$ cat config.mk
export PLATFORM = sky130hd
export DESIGN_NAME = ptw_ctrl
export DESIGN_NICKNAME = d
export VERILOG_FILES = /design/src/rtl/ptw_pkg.sv /design/src/rtl/ptw_ctrl.sv
export SDC_FILE = /design/constraint.sdc
export NUM_CORES = 1
export LEC_CHECK = 0
export ABC_AREA = 1
export BUFFER_PORTS_ARGS = -buffer_cell sky130_fd_sc_hd__buf_2
export CELL_PAD_IN_SITES_DETAIL_PLACEMENT = 1
export CELL_PAD_IN_SITES_GLOBAL_PLACEMENT = 2
export CORE_AREA = 2 2 41 52
export DETAILED_ROUTE_END_ITERATION = 16
export DIE_AREA = 0 0 43 54
export PLACE_DENSITY_LB_ADDON = 0.1
export SKIP_LAST_GASP = 1
export SYNTH_ARGS = -nofsm -noshare
export SYNTH_HDL_FRONTEND = slang
export SYNTH_SLANG_ARGS = --single-unit
$ cat constraint.sdc
create_clock -name clk -period 1.2 [get_ports clk]
set_clock_uncertainty 0.15 [all_clocks]
set_input_delay 0 -clock clk [delete_from_list [all_inputs] [get_ports clk]]
set_output_delay 0 -clock clk [all_outputs]
set_load 0.02 [all_outputs]
$ cat src/rtl/ptw_pkg.sv
// Package for the four-level page-table walker.
// Holds the item structs, the controller/datapath command and status structs,
// and the table index helper. No dependencies.
`default_nettype none

package ptw_pkg;

  localparam int PA_W   = 52;
  localparam int VA_W   = 48;
  localparam int WORD_W = 64;
  localparam int IDX_W  = 9;
  localparam int OFS_W  = 12;
  localparam int LEVELS = 4;

  localparam logic REQ_LOAD  = 1'b0;
  localparam logic REQ_XLATE = 1'b1;

  typedef logic [1:0] lvl_t;
  localparam lvl_t LAST_LEVEL = lvl_t'(LEVELS - 1);

  typedef struct packed {
    logic              req_type;
    logic [PA_W-1:0]   entry_addr;
    logic [WORD_W-1:0] entry_value;
    logic [VA_W-1:0]   virt_addr;
  } ptw_in_t;

  typedef struct packed {
    logic [PA_W-1:0] phys_addr;
    logic            fault;
  } ptw_out_t;

  // Commands from the controller to the datapath.
  typedef struct packed {
    logic clear_step;
    logic write_load;
    logic read_root;
    logic read_next;
    lvl_t level;
    logic out_load;
    logic fault_out;
  } ptw_cmd_t;

  // Status from the datapath to the controller.
  typedef struct packed {
    logic clear_last;
    logic present;
    logic out_free;
  } ptw_sts_t;

  // Nine-bit table index of a virtual address for one walk level.
  function automatic logic [IDX_W-1:0] lvl_index(input logic [VA_W-1:0] va, input lvl_t lvl);
    logic [IDX_W-1:0] idx;
    unique case (lvl)
      2'd0:    idx = va[47:39];
      2'd1:    idx = va[38:30];
      2'd2:    idx = va[29:21];
      default: idx = va[20:12];
    endcase
    return idx;
  endfunction

endpackage

`default_nettype wire

$ cat src/rtl/ptw_ctrl.sv
// Controller of the page-table walker: clearing pass, item intake and the
// four-level walk sequence. Depends on ptw_pkg.
`default_nettype none

module ptw_ctrl import ptw_pkg::*; (
  input  wire logic     clk,
  input  wire logic     rst_n,
  input  wire logic     in_valid,
  input  wire logic     in_req_type,
  output logic          in_ready,
  input  wire ptw_sts_t sts,
  output ptw_cmd_t      cmd
);

  typedef enum logic [1:0] {ST_CLEAR, ST_IDLE, ST_WALK} state_t;

  state_t state_r;
  lvl_t   lvl_r;
  logic   finish;

  // The walk ends on a missing entry or after the last level's entry.
  assign finish   = ~sts.present | (lvl_r == LAST_LEVEL);
  assign in_ready = (state_r == ST_IDLE);

  always_comb begin
    cmd = '0;
    unique case (state_r)
      ST_CLEAR: begin
        cmd.clear_step = 1'b1;
      end
      ST_IDLE: begin
        if (in_valid) begin
          if (in_req_type == REQ_LOAD) begin
            cmd.write_load = 1'b1;
          end else begin
            cmd.read_root = 1'b1;
          end
        end
      end
      ST_WALK: begin
        if (finish) begin
          cmd.out_load  = sts.out_free;
          cmd.fault_out = ~sts.present;
        end else begin
          cmd.read_next = 1'b1;
          cmd.level     = lvl_r + 1'b1;
        end
      end
      default: begin
        cmd = '0;
      end
    endcase
  end

  always_ff @(posedge clk) begin
    if (!rst_n) begin
      state_r <= ST_CLEAR;
      lvl_r   <= '0;
    end else begin
      unique case (state_r)
        ST_CLEAR: begin
          if (sts.clear_last) begin
            state_r <= ST_IDLE;
          end
        end
        ST_IDLE: begin
          if (in_valid && in_req_type == REQ_XLATE) begin
            state_r <= ST_WALK;
            lvl_r   <= '0;
          end
        end
        ST_WALK: begin
          if (finish) begin
            if (sts.out_free) begin
              state_r <= ST_IDLE;
            end
          end else begin
            lvl_r <= lvl_r + 1'b1;
          end
        end
        default: begin
          state_r <= ST_CLEAR;
        end
      endcase
    end
  end

endmodule

`default_nettype wire

==> impl_metrics.env, run 1 <==
export IMPL_worstMarginPinSlew_ns=0.141
export IMPL_cts_tree="yes"
export IMPL_holdWs_ns=0.0381
export IMPL_crit_chain="ha_4 -> inv_2 -> nand2_2 -> inv_2 -> nand2_4 -> clkinv_4 -> nand2_4 -> inv_2 -> buf_6"
export IMPL_route_detailed_drc=0
export IMPL_die_area_mm2=0.00232
export IMPL_maxCapViolations=0
export IMPL_async_reset_ff_share_pct=0
export IMPL_slew_violations=0
export IMPL_place_area_um2=385
export IMPL_ff2ff_path_depth=9
export IMPL_switching_share_pct=33.0
export IMPL_first_pass_iters=2
export IMPL_die_x_um=43
export IMPL_fin_cells=90
export IMPL_first_iter_violations=4
export IMPL_drive_above_1_share_pct=67.1
export IMPL_cp_start_kind="flop"
export IMPL_cp_max_fo=2
export IMPL_crit_top_cell="inv_2"
export IMPL_gp_congestion=0.604
export IMPL_port_buffer_count=15
export IMPL_postRouteAntennaNets=0
export IMPL_stdcell_area_um2=556
export IMPL_yosysSeqAreaShare_pct=28.8
export IMPL_power_density_mw_per_mm2=915
export IMPL_finalSetupViolCount=7
export IMPL_dieHeight_um=54
export IMPL_grt_overflow=0
export IMPL_grt_antenna_before_repair=0
export IMPL_num_vias=347
export IMPL_p_comb_share_pct=36.8
export IMPL_clk_pin_slew_ns=0.04
export IMPL_cp_slowest_cell="dfxtp_2"
export IMPL_critPathCaptureType="output port"
export IMPL_grt_pass1_vias=358
export IMPL_dp_slack_ns=-0.0334
export IMPL_ys_warn_count=0
export IMPL_detail_route_wl_per_cell_um=9.07
export IMPL_io_pins=16
export IMPL_grt_max_degree=5
export IMPL_p_int_uw=341
export IMPL_synth_avg_cell_area_um2=6.46
export IMPL_synth_nets=51
export IMPL_rsz0062_at_grt="yes"
export IMPL_post_drt_via_cell_ratio=3.86
export IMPL_setup_slack_ns=-0.117
export IMPL_core_area_mm2=0.00189
export IMPL_criticalPathCategory="reg -> out"
export IMPL_power_uw=508
export IMPL_cp_arrival_ns=1.17
export IMPL_yosysMostFrequentCell="nand2_1"
export IMPL_cts_root_buf="clkbuf_4"
export IMPL_initial_core_util_pct=14.7
export IMPL_clock_path_buffers=2
export IMPL_syn_area_um2=278
export IMPL_power_switching_uw=168
export IMPL_synth_top_area_share_pct=28.8
export IMPL_r2r_end="lvl_r[0]$_SDFFE_PN0P_"
export IMPL_synth_distinct_cells=13
export IMPL_synth_top_cell_by_area="dfxtp_1"
export IMPL_min_period_ns=1.32
export IMPL_seqPwrFrac_pct=31.6
export IMPL_dp_hpwl_um=633
export IMPL_clock_sinks=4
export IMPL_antenna_cells=0
export IMPL_rrSetupSlack_ns=-0.11
export IMPL_routed_wl_um=816
export IMPL_power_frac_clock_pct=31.7
export IMPL_fmax_mhz=759
export IMPL_grt_pass1_wl_um=1480
export IMPL_max_slew_margin_pct=90.6
export IMPL_grt_use_total_pct=8.75
export IMPL_areaGrowthSynthToFinish_pct=100
export IMPL_violations="negative setup slack"
export IMPL_ys_ff_latch=4
export IMPL_critPathRequiredTime_ns=1.05
export IMPL_critPathCapture="cmd[3]"
export IMPL_vdd_drop_max_mv=0.620
export IMPL_nets=80
export IMPL_htree_levels=1
export IMPL_r2r_start="lvl_r[1]$_SDFFE_PN0P_"
export IMPL_finalCritPeriodShare_pct=110
export IMPL_syn_inst=43
export IMPL_clock_latency_ns=0.23
export IMPL_synth_edff_count=0
export IMPL_slowest_delay_ns=0.34
export IMPL_status="finished, violations left"
export IMPL_synth_area_leaders="dfxtp_1 29%, nand2_1 15%, inv_1 11%"
export IMPL_rows=18
export IMPL_dp_cells=79
export IMPL_hold_viol=0
export IMPL_min_path_type="in -> reg"
export IMPL_p_leak_nw=0.319
export IMPL_startpoint="lvl_r[1]$_SDFFE_PN0P_"
export IMPL_ys_top_cells_by_count="11 x nand2_1, 8 x inv_1, 5 x nor2_1"
export IMPL_ys_flop_type="dfxtp_1"
export IMPL_cts_buffers=3
-- critical path, delay by kind of cell, from the launching register on --
family,cells,cell delay (ns)
simple gates,3,0.18
fa+ha+maj,1,0.13
buf+inv,5,0.28
flops,1,0.34
-- power groups by stage --
stage	Sequential, mW	Clock, mW	Combinational (mW)
2_1_floorplan	0.154	0	0.0980
5_1_grt	0.163	0.188	0.210
3_3_place_gp	0.155	0	0.145
6_report	0.160	0.161	0.187
4_1_cts	0.156	0.173	0.164
3_5_place_dp	0.155	0	0.145
-- worst min path at each step --
| stage | from | end | cells after the start |
|---|---|---|---|
| 2_1_floorplan | sts[1] | cmd[0] | 1 |
| 3_3_place_gp | rst_n | state_r[0]$_SDFFE_PN0P_ | 3 |
| 3_5_place_dp | rst_n | state_r[0]$_SDFFE_PN0P_ | 3 |
| 4_1_cts | sts[1] | lvl_r[0]$_SDFFE_PN0P_ | 5 |
| 5_1_grt | sts[1] | state_r[1]$_SDFFE_PN0P_ | 5 |
| 6_report | in_valid | state_r[0]$_SDFFE_PN0P_ | 6 |
-- per-stage QoR --
step	TNS, ns	util (%)
final	-0.549	29.4
after global routing	-1.16	29.4
after CTS	-0.452	26.7
after detailed placement	-0.0636	20.4
after global placement	-0.0619	20.4
after floorplan	0	-
-- area by class of cell --
cell class | instances | area (um2)
clock buffer | 3 | 22.5
sequential | 4 | 87.6
fill | 251 | 1340
multi-input combinational | 28 | 194
timing repair buffer | 24 | 178
tap | 20 | 25.0
inverter | 11 | 48.8
-- state kept, by name, indices dropped and copies added, names as in the netlist --
signal	cells
state_r	2
lvl_r	2
-- layer usage --
layer | track usage [%] | share of wire (%) | routed length [um]
met5 | 0 | 0 | 0
met4 | 3.03 | 0 | 0
met3 | 4.36 | 7.6 | 62
met2 | 15.7 | 50 | 412
met1 | 8.86 | 42 | 340
-- logic make-up (layout without fill, tap and decap cells) --
kind of cell / count (synthesis) / after routing / share of synthesized area [%]
simple gates: 23 / 23 / 41.4
buf+inv: 11 / 38 / 16.7
compound gates: 4 / 4 / 8.56
flops: 4 / 4 / 28.8
fa+ha+maj: 1 / 1 / 4.50
-- what timing repair did --
| action | in CTS | in global routing |
|---|---|---|
| buffers inserted | 2 | 3 |
| endpoints found under the hold margin | 4 | 0 |
| pin swaps | 1 | 4 |
| hold buffers | 3 | 0 |
| resized for setup | 19 | 10 |
| endpoints found under the setup margin | 8 | 10 |
-- cell usage in the layout (no fill, tap or decap), types with 3 or more instances in the layout --
cell / n
buf_2: 10
nand2_1: 8
buf_4: 7
inv_2: 6
nor2_1: 5
buf_6: 4
nand2_2: 3
nand2_4: 3
inv_1: 3
a21oi_1: 3
clkbuf_4: 3
dlygate4sd3_1: 3
dfxtp_2: 3
Power figures use the tool's default switching activity.
==> run 2: changes to the inputs <==
==> constraint.sdc (replaced) <==
create_clock -name clk -period 1.2 [get_ports clk]
set_clock_uncertainty 0.15 [all_clocks]
set_input_delay 0 -clock clk [delete_from_list [all_inputs] [get_ports clk]]
set_output_delay 0 -clock clk [all_outputs]
set_load 0.1 [all_outputs]
==> impl_metrics.env, run 2 (synthesized netlist as in run 1, its figures left out) <==
export IMPL_clock_sinks=4
export IMPL_core_area_mm2=0.00189
export IMPL_grt_pass1_wl_um=1550
export IMPL_clock_path_buffers=2
export IMPL_num_vias=388
export IMPL_tns_ns=-1.40
export IMPL_grt_use_total_pct=9.48
export IMPL_detail_route_wl_per_cell_um=9.40
export IMPL_io_pins=16
export IMPL_postRouteAntennaNets=0
export IMPL_cts_root_buf="clkbuf_4"
export IMPL_worstMarginPinSlew_ns=0.206
export IMPL_die_area_mm2=0.00232
export IMPL_final_util_pct=42.9
export IMPL_power_switching_uw=367
export IMPL_hold_viol=0
export IMPL_dp_hpwl_um=704
export IMPL_nFillCells=229
export IMPL_cp_max_fo=2
export IMPL_die_x_um=43
export IMPL_cp_start_kind="flop"
export IMPL_nets=87
export IMPL_stdcell_area_um2=812
export IMPL_grt_max_degree=5
export IMPL_violations="negative setup slack"
export IMPL_final_cell_mix="11 x buf_4, 9 x buf_12, 6 x nand2_4, 6 x buf_2"
export IMPL_maxCapViolations=0
export IMPL_p_leak_nw=0.374
export IMPL_route_detailed_drc=0
export IMPL_post_drt_via_cell_ratio=4.00
export IMPL_finalSetupViolCount=11
export IMPL_clock_latency_ns=0.24
export IMPL_critPathRequiredTime_ns=1.05
export IMPL_setup_slack_ns=-0.259
export IMPL_cts_buffers=3
export IMPL_cp_arrival_ns=1.31
export IMPL_grt_overflow=0
export IMPL_power_frac_clock_pct=21.5
export IMPL_first_iter_violations=0
export IMPL_initial_core_util_pct=14.7
export IMPL_dp_cells=84
export IMPL_criticalPathCategory="reg -> out"
export IMPL_fin_cells=97
export IMPL_place_area_um2=623
export IMPL_rsz0062_at_grt="yes"
export IMPL_htree_levels=1
export IMPL_gp_congestion=0.619
export IMPL_antenna_cells=0
export IMPL_dieHeight_um=54
export IMPL_slew_violations=0
export IMPL_max_slew_margin_pct=86.2
export IMPL_seqPwrFrac_pct=19.4
export IMPL_areaGrowthSynthToFinish_pct=192
export IMPL_finalCritPeriodShare_pct=122
export IMPL_min_path_type="in -> reg"
export IMPL_rows=18
export IMPL_dp_slack_ns=-0.0849
export IMPL_cts_tree="yes"
export IMPL_final_common_cell="buf_4"
export IMPL_clk_pin_slew_ns=0.04
export IMPL_grt_antenna_before_repair=0
export IMPL_grt_pass1_vias=371
export IMPL_fmax_mhz=685
export IMPL_status="finished, violations left"
export IMPL_power_density_mw_per_mm2=993
export IMPL_drive_above_1_share_pct=83.1
export IMPL_p_int_uw=439
export IMPL_switching_share_pct=45.5
export IMPL_p_comb_share_pct=59.1
export IMPL_reg_top3="lvl_r: 2 flops, state_r: 2 flops"
export IMPL_critPathCaptureType="output port"
export IMPL_vdd_drop_max_mv=0.453
export IMPL_routed_wl_um=912
export IMPL_first_pass_iters=1
export IMPL_min_period_ns=1.46
export IMPL_port_buffer_count=15
==> run 2: worst max-delay path, cell delays in order (launching register included) <==
cell,delay [ns]
dfxtp_2,0.34
ha_4,0.13
inv_2,0.03
nand2_2,0.06
inv_2,0.05
nand2_4,0.09
clkinv_8,0.06
nand2_8,0.05
clkinvlp_4,0.08
buf_12,0.17
==> run 2: power groups by stage <==
| stage | clock [mW] | combinational [mW] | sequential (mW) |
|---|---|---|---|
| after global routing | 0.196 | 0.502 | 0.158 |
| after detailed placement | 0 | 0.434 | 0.155 |
| after CTS | 0.184 | 0.460 | 0.156 |
| after global placement | 0 | 0.433 | 0.155 |
| after floorplan | 0 | 0.260 | 0.157 |
| final | 0.173 | 0.476 | 0.157 |
==> run 2: routing by layer <==
metal / vias up / routed length (um) / GRT usage [%]
met5: - / 0 / 0
met4: 0 / 29 / 7.58
met3: 2 / 53 / 2.35
met2: 12 / 491 / 16.4
met1: 175 / 337 / 9.74
li1: 199 / - / -
==> run 2: path summary, 6_finish.rpt <==
| kind | start | to | slack (ns) | cells past startpoint |
|---|---|---|---|---|
| setup / recovery | lvl_r[1]$_SDFFE_PN0P_ | cmd[3] | -0.26 | 9 |
| setup reg to reg | lvl_r[0]$_SDFFE_PN0P_ | lvl_r[0]$_SDFFE_PN0P_ | -0.18 | 9 |
| hold reg to reg | state_r[0]$_SDFFE_PN0P_ | state_r[0]$_SDFFE_PN0P_ | 0.35 | 2 |
| hold / removal | in_valid | state_r[0]$_SDFFE_PN0P_ | 0.05 | 5 |
==> run 2: what timing repair did <==
action,4_1_cts,5_1_grt
hold buffers,3,0
setup buffers,6,2
pin swaps,9,1
hold endpoints to repair,4,0
resized for setup,14,6
setup endpoints to repair,12,13
==> run 2: final cells by class <==
class                           instances  area [um2]  area share (%)
Multi-Input combinational cell         28         264            32.5
Clock buffer                            3        22.5            2.77
Sequential cell                         4        87.6            10.8
Tap cell                               20        25.0            3.08
Timing Repair Buffer                   31         345            42.5
Inverter                               11        67.6            8.32
==> run 2: metrics by stage <==
| step | total power [mW] | hold slack (ns) |
|---|---|---|
| floorplan | 0.417 | -0.0540 |
| global placement | 0.588 | 0.101 |
| detailed placement | 0.590 | 0.106 |
| CTS | 0.800 | 0.0674 |
| global route | 0.856 | 0.100 |
| finish | 0.806 | 0.0516 |
==> run 3: changes to the inputs <==
--- a/config.mk
+++ b/config.mk
@@ -5,13 +5,13 @@
 export SDC_FILE = /design/constraint.sdc
 export NUM_CORES = 1
 export LEC_CHECK = 0
-export ABC_AREA = 1
+export ABC_AREA = 0
 export BUFFER_PORTS_ARGS = -buffer_cell sky130_fd_sc_hd__buf_2
 export CELL_PAD_IN_SITES_DETAIL_PLACEMENT = 1
 export CELL_PAD_IN_SITES_GLOBAL_PLACEMENT = 2
-export CORE_AREA = 2 2 41 52
+export CORE_AREA = 2 2 42 44
 export DETAILED_ROUTE_END_ITERATION = 16
-export DIE_AREA = 0 0 43 54
+export DIE_AREA = 0 0 44 46
 export PLACE_DENSITY_LB_ADDON = 0.1
 export SKIP_LAST_GASP = 1
 export SYNTH_ARGS = -nofsm -noshare
==> impl_metrics.env, run 3 <==
export IMPL_cp_arrival_ns=1.36
export IMPL_synth_top_family_by_area="simple AND/OR/NAND/NOR gates"
export IMPL_core_area_mm2=0.00161
export IMPL_power_density_mw_per_mm2=735
export IMPL_yosysSeqAreaShare_pct=32.0
export IMPL_worstMarginPinSlew_ns=0.206
export IMPL_power_switching_uw=189
export IMPL_first_pass_iters=2
export IMPL_synth_top_cell_by_area="dfxtp_1"
export IMPL_rsz0062_at_grt="yes"
export IMPL_num_vias=343
export IMPL_fin_cells=79
export IMPL_ff2ff_path_depth=6
export IMPL_clock_sinks=4
export IMPL_nets=72
export IMPL_r2r_start="lvl_r[0]$_SDFFE_PN0P_"
export IMPL_synth_edff_count=0
export IMPL_areaGrowthSynthToFinish_pct=195
export IMPL_drive_above_1_share_pct=80.6
export IMPL_reg_top3="lvl_r: 2 flops, state_r: 2 flops"
export IMPL_ys_ff_latch=4
export IMPL_post_drt_via_cell_ratio=4.34
export IMPL_max_slew_margin_pct=86.3
export IMPL_rrSetupSlack_ns=-0.26
export IMPL_ys_flop_type="dfxtp_1"
export IMPL_fmax_mhz=662
export IMPL_first_iter_violations=1
export IMPL_cp_start_kind="flop"
export IMPL_die_x_um=44
export IMPL_final_cell_mix="9 x buf_12, 9 x buf_4, 6 x buf_2"
export IMPL_postRouteAntennaNets=0
export IMPL_critPathCapture="cmd[3]"
export IMPL_status="finished, violations left"
export IMPL_htree_levels=1
export IMPL_grt_max_degree=8
export IMPL_synthSimpleGateAreaFrac_pct=42.5
export IMPL_switching_share_pct=34.7
export IMPL_synth_adder_area_share_pct=5.00
export IMPL_final_util_pct=45.8
export IMPL_grt_overflow=0
export IMPL_clk_pin_slew_ns=0.04
export IMPL_critPathCaptureType="output port"
export IMPL_vdd_drop_max_mv=0.424
export IMPL_p_comb_share_pct=43.3
export IMPL_place_area_um2=579
export IMPL_cts_root_buf="clkbuf_4"
export IMPL_die_area_mm2=0.00202
export IMPL_clock_latency_ns=0.23
export IMPL_synth_area_leaders="dfxtp_1 32%, o2bb2ai_1 7.0%, and4bb_4 6.5%"
export IMPL_synth_nets=35
export IMPL_hold_viol=0
export IMPL_violations="negative setup slack"
export IMPL_finalCritPeriodShare_pct=126
export IMPL_async_reset_ff_share_pct=0
export IMPL_min_path_type="in -> reg"
export IMPL_synth_compound_area_share_pct=19.0
export IMPL_ys_warn_count=0
export IMPL_maxCapViolations=0
export IMPL_p_leak_nw=0.305
export IMPL_synth_mux_area_share_pct=0
export IMPL_cp_max_fo=3
export IMPL_holdWs_ns=0.0375
export IMPL_dp_hpwl_um=679
export IMPL_grt_pass1_vias=340
export IMPL_io_pins=16
export IMPL_rows=15
export IMPL_power_frac_clock_pct=29.8
export IMPL_p_int_uw=355
export IMPL_nFillCells=183
export IMPL_finalSetupViolCount=12
export IMPL_min_period_ns=1.51
export IMPL_dieHeight_um=46
export IMPL_r2r_end="lvl_r[1]$_SDFFE_PN0P_"
export IMPL_slew_violations=0
export IMPL_setup_slack_ns=-0.310
export IMPL_synth_top_area_share_pct=32.0
export IMPL_grt_use_total_pct=10.8
export IMPL_clock_path_buffers=2
export IMPL_synth_xor_xnor_area_share_pct=0
export IMPL_power_uw=544
export IMPL_synth_distinct_cells=20
export IMPL_startpoint="lvl_r[0]$_SDFFE_PN0P_"
export IMPL_detail_route_wl_per_cell_um=11.3
export IMPL_seqPwrFrac_pct=26.9
export IMPL_critPathRequiredTime_ns=1.05
export IMPL_cts_buffers=3
export IMPL_syn_inst=27
export IMPL_routed_wl_um=893
export IMPL_port_buffer_count=15
export IMPL_synth_avg_cell_area_um2=9.27
export IMPL_tns_ns=-2.07
export IMPL_antenna_cells=0
export IMPL_initial_core_util_pct=15.5
export IMPL_route_detailed_drc=0
export IMPL_dp_cells=65
export IMPL_cts_tree="yes"
export IMPL_ys_top_cells_by_count="4 x dfxtp_1, 3 x nor2_1, 2 x nand2_1, 2 x o2bb2ai_1"
export IMPL_syn_area_um2=250
export IMPL_yosysMostFrequentCell="dfxtp_1"
export IMPL_grt_antenna_before_repair=0
export IMPL_criticalPathCategory="reg -> out"
export IMPL_stdcell_area_um2=739
export IMPL_grt_pass1_wl_um=1500
export IMPL_dp_slack_ns=-0.138
export IMPL_gp_congestion=0.664
-- run 3: changes by cell type after synthesis, moves of 2 or more --
cell and delta:
nand2_1 -9, inv_1 -7, nand3_1 -3, a21oi_1 -2, inv_2 -2, nand2_4 -2, nor2_1 -2, o2bb2ai_1 +2
-- run 3: per-layer routing --
layer / GRT usage, % / share of wire [%]
met3: 1.59 / 4.0
met4: 9.09 / 0
met5: 0 / 0
met2: 17.4 / 55
met1: 12.5 / 41
-- run 3: critical path, cell delays in order, from the launching register on --
cell and delay, ns:
dfxtp_2 0.33, ha_4 0.15, and4bb_4 0.32, and2_4 0.16, buf_12 0.17
-- run 3: cell families (layout without fill, tap and decap cells) --
group,count (synthesis),after routing
and+or+nand+nor,15,15
AOI/OAI and AO/OA,6,6
DFF,4,4
adders and majority gates,1,1
buffers and inverters,1,36
-- run 3: worst min-delay path by stage --
stage / start / end / slack (ns) / depth (start not counted)
2_1_floorplan: sts[1] / cmd[0] / -0.05 / 1
3_3_place_gp: rst_n / lvl_r[1]$_SDFFE_PN0P_ / 0.13 / 2
3_5_place_dp: rst_n / state_r[1]$_SDFFE_PN0P_ / 0.13 / 2
4_1_cts: sts[2] / state_r[0]$_SDFFE_PN0P_ / 0.04 / 4
5_1_grt: sts[2] / state_r[0]$_SDFFE_PN0P_ / 0.06 / 4
6_report: sts[2] / state_r[0]$_SDFFE_PN0P_ / 0.04 / 4
-- run 3: cell type report --
class                           instances  area [um2]  area share (%)
Tap cell                               17        21.3            2.88
Sequential cell                         4        87.6            11.8
Timing Repair Buffer                   32         363            49.1
Multi-Input combinational cell         22         238            32.1
Clock buffer                            3        22.5            3.05
Inverter                                1        7.51            1.02
-- run 3: power groups by stage --
stage	Clock, mW	Combinational (mW)	Sequential, mW
after global routing	0.179	0.246	0.147
after CTS	0.170	0.237	0.146
after floorplan	0	0.118	0.147
after detailed placement	0	0.207	0.149
after global placement	0	0.205	0.149
final	0.162	0.235	0.146
-- run 3: what timing repair did --
item	in CTS	in global routing
hold buffers	4	0
endpoints found under the setup margin	13	13
pin swaps	5	5
setup buffers	6	2
hold endpoints to repair	4	0
gates resized for setup	12	1
gates cloned	0	0
